### src/rtl/ttuv_pkg.sv
// ----------------------------------------------------------------------------
// ttuv_pkg
// Shared widths, constants and types of the triangle tangent block.
// ----------------------------------------------------------------------------
package ttuv_pkg;

    localparam int C_IN_W   = 32;
    localparam int C_OP_W   = 33;
    localparam int C_PROD_W = 66;
    localparam int C_ACC_W  = 68;
    localparam int C_MAG_W  = 31;
    localparam int C_LEN_W  = 32;
    localparam int C_OUT_W  = 16;
    localparam int C_SAT    = 32767;

    typedef struct packed {
        logic busy;
        logic done;
    } t_div_stat;

    function automatic logic signed [C_OP_W-1:0] f_diff(
        input logic [C_IN_W-1:0] a,
        input logic [C_IN_W-1:0] b
    );
        logic signed [C_OP_W-1:0] ea;
        logic signed [C_OP_W-1:0] eb;
        ea = $signed({a[C_IN_W-1], a});
        eb = $signed({b[C_IN_W-1], b});
        return ea - eb;
    endfunction

endpackage

### src/rtl/ttuv_div.sv
// ----------------------------------------------------------------------------
// ttuv_div
// Restoring divider, one quotient bit per cycle.
// ----------------------------------------------------------------------------
module ttuv_div
    import ttuv_pkg::*;
#(
    parameter int NW = 46,
    parameter int QW = 15
) (
    input  logic               i_clk,
    input  logic               i_rst_n,
    input  logic               i_start,
    input  logic [NW-1:0]      i_num,
    input  logic [C_LEN_W-1:0] i_den,
    output t_div_stat          o_stat,
    output logic [QW-1:0]      o_quot
);

    localparam int CW = $clog2(QW + 1);

    logic [C_LEN_W-1:0] r_rem;
    logic [QW-1:0]      r_low;
    logic [QW-1:0]      r_quot;
    logic [CW-1:0]      r_cnt;
    logic               r_busy;
    logic               r_done;
    logic [C_LEN_W:0]   w_trial;
    logic               w_ge;

    assign w_trial = {r_rem, r_low[QW-1]};
    assign w_ge    = (w_trial >= {1'b0, i_den});

    always_ff @(posedge i_clk) begin
        if (!i_rst_n) begin
            r_busy <= 1'b0;
            r_done <= 1'b0;
            r_cnt  <= '0;
        end else begin
            r_done <= 1'b0;
            if (i_start) begin
                r_rem  <= C_LEN_W'(i_num[NW-1:QW]);
                r_low  <= i_num[QW-1:0];
                r_cnt  <= CW'(QW);
                r_busy <= 1'b1;
            end else if (r_busy) begin
                r_rem  <= w_ge ? C_LEN_W'(w_trial - {1'b0, i_den}) : w_trial[C_LEN_W-1:0];
                r_quot <= {r_quot[QW-2:0], w_ge};
                r_low  <= {r_low[QW-2:0], 1'b0};
                r_cnt  <= r_cnt - 1'b1;
                if (r_cnt == CW'(1)) begin
                    r_busy <= 1'b0;
                    r_done <= 1'b1;
                end
            end
        end
    end

    assign o_stat.busy = r_busy;
    assign o_stat.done = r_done;
    assign o_quot      = r_quot;

endmodule

### config.mk
export PLATFORM = sky130hd
export DESIGN_NAME = ttuv_div
export DESIGN_NICKNAME = d
export VERILOG_FILES = /design/src/rtl/ttuv_pkg.sv /design/src/rtl/ttuv_div.sv
export SDC_FILE = /design/constraint.sdc
export NUM_CORES = 1
export LEC_CHECK = 0
export ABC_AREA = 1
export BUFFER_PORTS_ARGS = -buffer_cell sky130_fd_sc_hd__clkbuf_2
export CAP_MARGIN = 30
export CELL_PAD_IN_SITES_DETAIL_PLACEMENT = 1
export CELL_PAD_IN_SITES_GLOBAL_PLACEMENT = 1
export CORE_ASPECT_RATIO = 0.6
export CORE_MARGIN = 10
export CORE_UTILIZATION = 41
export CTS_CLUSTER_DIAMETER = 200
export DETAILED_ROUTE_END_ITERATION = 16
export GPL_TIMING_DRIVEN = 0
export PLACE_DENSITY = 0.81
export RECOVER_POWER = 50
export SLEW_MARGIN = 20
export SYNTH_ARGS = -nofsm -noshare
export SYNTH_HDL_FRONTEND = slang
export SYNTH_SLANG_ARGS = --single-unit
### constraint.sdc
create_clock -name i_clk -period 4.1 [get_ports i_clk]
set_clock_uncertainty 0.1 [all_clocks]
set_input_delay 0.615 -clock i_clk [delete_from_list [all_inputs] [get_ports i_clk]]
set_output_delay 0.615 -clock i_clk [all_outputs]
set_load 0.01 [all_outputs]
==> results_dict.tcl, run 1 <==
set metrics [dict create \
    start_kind "primary input" \
    synthToLayoutAreaGrowth_pct 17.8 \
    worstMarginPinSlew_ns 1.45 \
    fmaxAchievable_mhz 326 \
    holdBufCountCts 0 \
    worst_ir_drop_vdd_v 0.000179 \
    synth_seq_cells 68 \
    core_region_area_um2 13800 \
    finalNonFillerCells 1194 \
    synthCells 887 \
    fp.dieW_um 175 \
    cts-root-buf "clkbuf_16" \
    status "finished, final reports clean" \
    num_rows 33 \
    synth.distinct_cells 34 \
    die_h_um 113 \
    place_ws_ns 1.04 \
    min_period_ns 3.07 \
    clk_latency_ns 0.35 \
    drive_above_1_share_pct 14.8 \
    htree_levels 3 \
    place_area_um2 6680 \
    layout.nets 1113 \
    start_util_pct 42.5 \
    clock_sinks 68 \
    yosysSeqAreaShare_pct 33.7 \
    synth.avg_cell_area_um2 6.63 \
    numCtsBuffers 9 \
    vias_per_cell 5.02 \
    hold_violations 0 \
    ys.flop_type "edfxtp_1" \
    timing.max_cap.violations 0 \
    grt_max_degree 23 \
    first_pass_iters 5 \
    worst-setup-path-type "in2reg" \
    rsz0062_at_grt "no" \
    cts_setup_buffers 0 \
    grt_pass1_vias 6275 \
    syn-num-nets 1003 \
    grt_pass1_wl_um 33400 \
    clk_path_buf_depth 2 \
    wl_per_cell_um 17.4 \
    wirelength_um 20800 \
    cts_tree "yes" \
    final_cell_area_um2 6930 \
    die-area_um2 19700 \
    synth_edf_count 62 \
    crit_fanout 14 \
    period_share_pct 74.8 \
    regArea_um2 1980 \
    gp_congestion 0.941 \
    fillerInstances 1915 \
    port_buffers 96 \
    final_util_pct 50.1 \
    hold_class "reg2reg" \
    critPathArrivalTime_ns 2.93 \
    ys_warn_count 0 \
    p_per_area_nw_per_um2 368 \
    drv_slew 0 \
    drt_iter0_drc 404 \
    dp_hpwl_um 17100 \
    antenna_found_initial 0 \
    grtUsageTotal_pct 21.3 \
    drc_errors 0 \
    setup-violations-final 0 \
    timing.setup.tns_ns 0 \
    end_kind "register" \
    setup_ws_ns 1.03 \
    clk_pin_slew_worst_paths_ns 0.06 \
    synthArstFlopShare_pct 0 \
    multiInputGateArea_um2 3140 \
    cts_resized 0 \
    power.leakage_uw 0.00377 \
    slew_headroom_pct 2.85 \
    vias 5989 \
    syn_area_um2 5880 \
    n_antenna_cell 0 \
    ant_nets 0 \
    grt_overflow 0 \
    dp.cells 1178 \
    io_pins 98 \
    crit_required_ns 3.97 \
]
-- cell families (layout without fill, tap and decap cells) --
kind of cell	count (synthesis)	in the layout	share of synthesized area (%)
xor+xnor	14	14	2.09
buf+inv	188	303	12.9
flops	68	68	33.7
compound gates	37	37	3.49
simple gates	545	545	40.2
fa+ha+maj	35	35	7.58
-- worst paths after layout --
check	startpoint	end	slack (ns)	cells past startpoint
min	o_quot[0]	o_quot[1]	0.35	0
max	i_start	r_rem[27]	1.03	4
max reg2reg	r_busy	r_rem[27]	1.23	3
min reg2reg	o_quot[0]	o_quot[1]	0.35	0
-- layout make-up --
type	instances	area share (%)
well taps	192	3.47
clock inverters	7	1.19
plain buffers	22	1.97
multi-input cells	631	45.3
inverters	166	9.00
clock buffers	9	3.25
flip-flops and latches	68	28.6
repair buffers	99	7.21
-- power breakdown --
group	total, uW	internal, uW	leakage, uW	switching, uW
sequential	851	824	0.000637	27.1
combinational	855	298	0.00299	557
clock	845	483	0.000145	362
-- cells in the mapped netlist, drive strengths merged, types with 6 or more instances --
cell type    n  area [um^2]
buf         16          115
nand2      378         1450
nor2        56          248
nand3       68          365
inv        166          623
edfxtp      62         1860
nand4        9         56.3
o21ai        7         35.0
ha          34          425
clkbuf       6         22.5
dfxtp        6          120
xnor2       14          123
a21oi       23          119
nand3b      27          203
-- flip-flops by register name (all words and copies together), names as in the netlist --
signal	flops
r_rem	32
o_quot	15
r_low	15
r_cnt	4
r_busy	1
r_done	1
-- per-layer routing --
layer,wire [um],track usage [%]
met5,0,0
met4,157,3.66
met3,1270,4.38
met2,8600,32.2
met1,10700,30.8
-- placed cells by master, fill, tap and decap left out, drive strengths merged, types with 3 or more instances in the layout --
cell type and n:
nand2 378, inv 170, clkbuf 115, nand3 68
edfxtp 62, nor2 56, ha 34, nand3b 27
a21oi 23, buf 15, xnor2 14, nand4 9
o21ai 7, dfxtp 6, o21bai 3, nor3 3
-- critical path: stages --
cell	delay (ns)
clkbuf_1	0.29
nor2_1	0.13
nor2_1	1.10
clkbuf_1	0.79
-- stage by stage --
stage / total power, uW / hold WS (ns)
after global placement: 1670 / 0.327
after floorplan: 1440 / 0.357
final: 2550 / 0.350
after CTS: 2550 / 0.353
after detailed placement: 1710 / 0.337
after global routing: 2700 / 0.369
Note: power is estimated with default switching activity, not from simulation.
==> run 2, diff against run 1 <==
clock period = 3 ns   (was 4.1 ns; I/O delays follow)
==> results_dict.tcl, run 2 (same netlist as run 1, synthesis figures left out) <==
set metrics [dict create \
    synthToLayoutAreaGrowth_pct 17.4 \
    clk_path_buf_depth 2 \
    die_h_um 113 \
    cts_resized 0 \
    switching_share_pct 37.2 \
    ant_nets 0 \
    holdBufCountCts 0 \
    crit_path_cell_trace "ha_1, nand2_2, inv_2, nand2_1, nand2_1, inv_2, nand3_2, nand2_2, nand2_2, nand2_4, buf_2, nand3_1, nand3_1, nand2_1" \
    vias 5996 \
    grt_pass1_wl_um 33100 \
    regMostFlops "r_rem" \
    dp_hpwl_um 16900 \
    period_share_pct 92.0 \
    core_region_area_um2 13800 \
    die-area_um2 19700 \
    start_util_pct 42.5 \
    rsz0062_at_grt "no" \
    grtUsageTotal_pct 21.0 \
    hold_class "in2reg" \
    timing.setup.tns_ns 0 \
    antenna_found_initial 0 \
    critPathArrivalTime_ns 2.77 \
    wirelength_um 20900 \
    htree_levels 3 \
    slew_headroom_pct 15.8 \
    grt_overflow 0 \
    fillerInstances 1903 \
    setup-violations-final 0 \
    crit_fanout 10 \
    port_buffers 96 \
    largest_register_ffs 32 \
    grt_max_degree 21 \
    clk_latency_ns 0.35 \
    gp_congestion 0.951 \
    layout.nets 1113 \
    grt_pass1_vias 6293 \
    multiInputGateArea_um2 3140 \
    setup_ws_ns 0.239 \
    pwr-share-comb_pct 33.4 \
    start_kind "register" \
    min_period_ns 2.76 \
    drc_errors 0 \
    crit_required_ns 3.00 \
    status "finished, final reports clean" \
    holdPathStages 3 \
    vias_per_cell 5.02 \
    cts_setup_buffers 0 \
    drt_iter0_drc 408 \
    fp.dieW_um 175 \
    drv_slew 0 \
    path_buf_inv 3 \
    reg2reg_depth 14 \
    cts_tree "yes" \
    power.leakage_uw 0.00377 \
    p_per_area_nw_per_um2 505 \
    worstMarginPinSlew_ns 1.26 \
    numCtsBuffers 9 \
    worst-setup-path-type "reg2reg" \
    first_pass_iters 5 \
    final_util_pct 49.9 \
    worst_ir_drop_vdd_v 0.000288 \
    fmaxAchievable_mhz 362 \
    p_clk_share_pct 33.2 \
    drive_above_1_share_pct 14.9 \
    clock_sinks 68 \
    io_pins 98 \
    cpPeakStageDelay_ns 0.38 \
    regArea_um2 1980 \
    n_antenna_cell 0 \
    place_ws_ns 0.103 \
    timing.max_cap.violations 0 \
    num_rows 33 \
    cpLargestDelayFamily "simple AND/OR/NAND/NOR gates" \
    layout_commonest_cell "nand2_1" \
    cts-root-buf "clkbuf_16" \
    end_kind "register" \
    hold_violations 0 \
    seq_power_share_pct 33.3 \
    slowest_stage "edfxtp_1" \
    switching_power_uw 1300 \
    path_depth 14 \
    internal_power_uw 2190 \
    clk_pin_slew_worst_paths_ns 0.07 \
    finalPower_uw 3490 \
    layout_common_cells "nand2_1, inv_1, clkbuf_2" \
    wl_per_cell_um 17.5 \
]
## run 2: worst min-delay path, delay by kind of cell
| kind | cells | cell delay (ns) |
|---|---|---|
| and+or+nand+nor | 1 | 0.05 |
| buffers and inverters | 2 | 0.14 |
## run 2: area by class of cell
| type | count | share of cell area (%) |
|---|---|---|
| clock buffer | 9 | 3.26 |
| clock inverter | 7 | 1.20 |
| buffer | 22 | 1.98 |
| tap | 192 | 3.48 |
| timing repair buffer | 99 | 6.92 |
| sequential | 68 | 28.7 |
| inverter | 166 | 9.03 |
| multi-input combinational | 631 | 45.4 |
## run 2: layer usage
metal  GRT usage [%]  wire, um  part of all wire (%)  up-vias
met3            6.34      1510                   7.2       21
met2            31.1      8590                    41      171
met4            4.16       201                  0.96        0
met5               0         0                     0        -
li1                -         -                     -     2971
met1            29.7     10600                    51     2833
## run 2: path summary, 6_finish.rpt
check	startpoint	endpoint	slack, ns
min	i_rst_n	r_cnt[2]	0.23
max reg2reg	r_rem[7]	r_rem[0]	0.24
max	r_rem[7]	r_rem[0]	0.24
min reg2reg	o_quot[6]	o_quot[7]	0.35
## run 2: power groups by stage
| stage | logic [uW] | registers (uW) | clock network [uW] |
|---|---|---|---|
| floorplan | 793 | 1170 | 0 |
| global placement | 1100 | 1180 | 0 |
| detailed placement | 1150 | 1180 | 0 |
| CTS | 1170 | 1160 | 1170 |
| global route | 1310 | 1170 | 1210 |
| finish | 1170 | 1160 | 1160 |
## run 2: per-stage QoR
stage | std cells | cell area, um^2 | hold WS (ns)
floorplan | 887 | 5880 | 0.357
global placement | 1175 | 6600 | 0.329
detailed placement | 1178 | 6680 | 0.335
CTS | 1194 | 6980 | 0.227
global route | 1194 | 6900 | 0.251
finish | 1194 | 6900 | 0.230
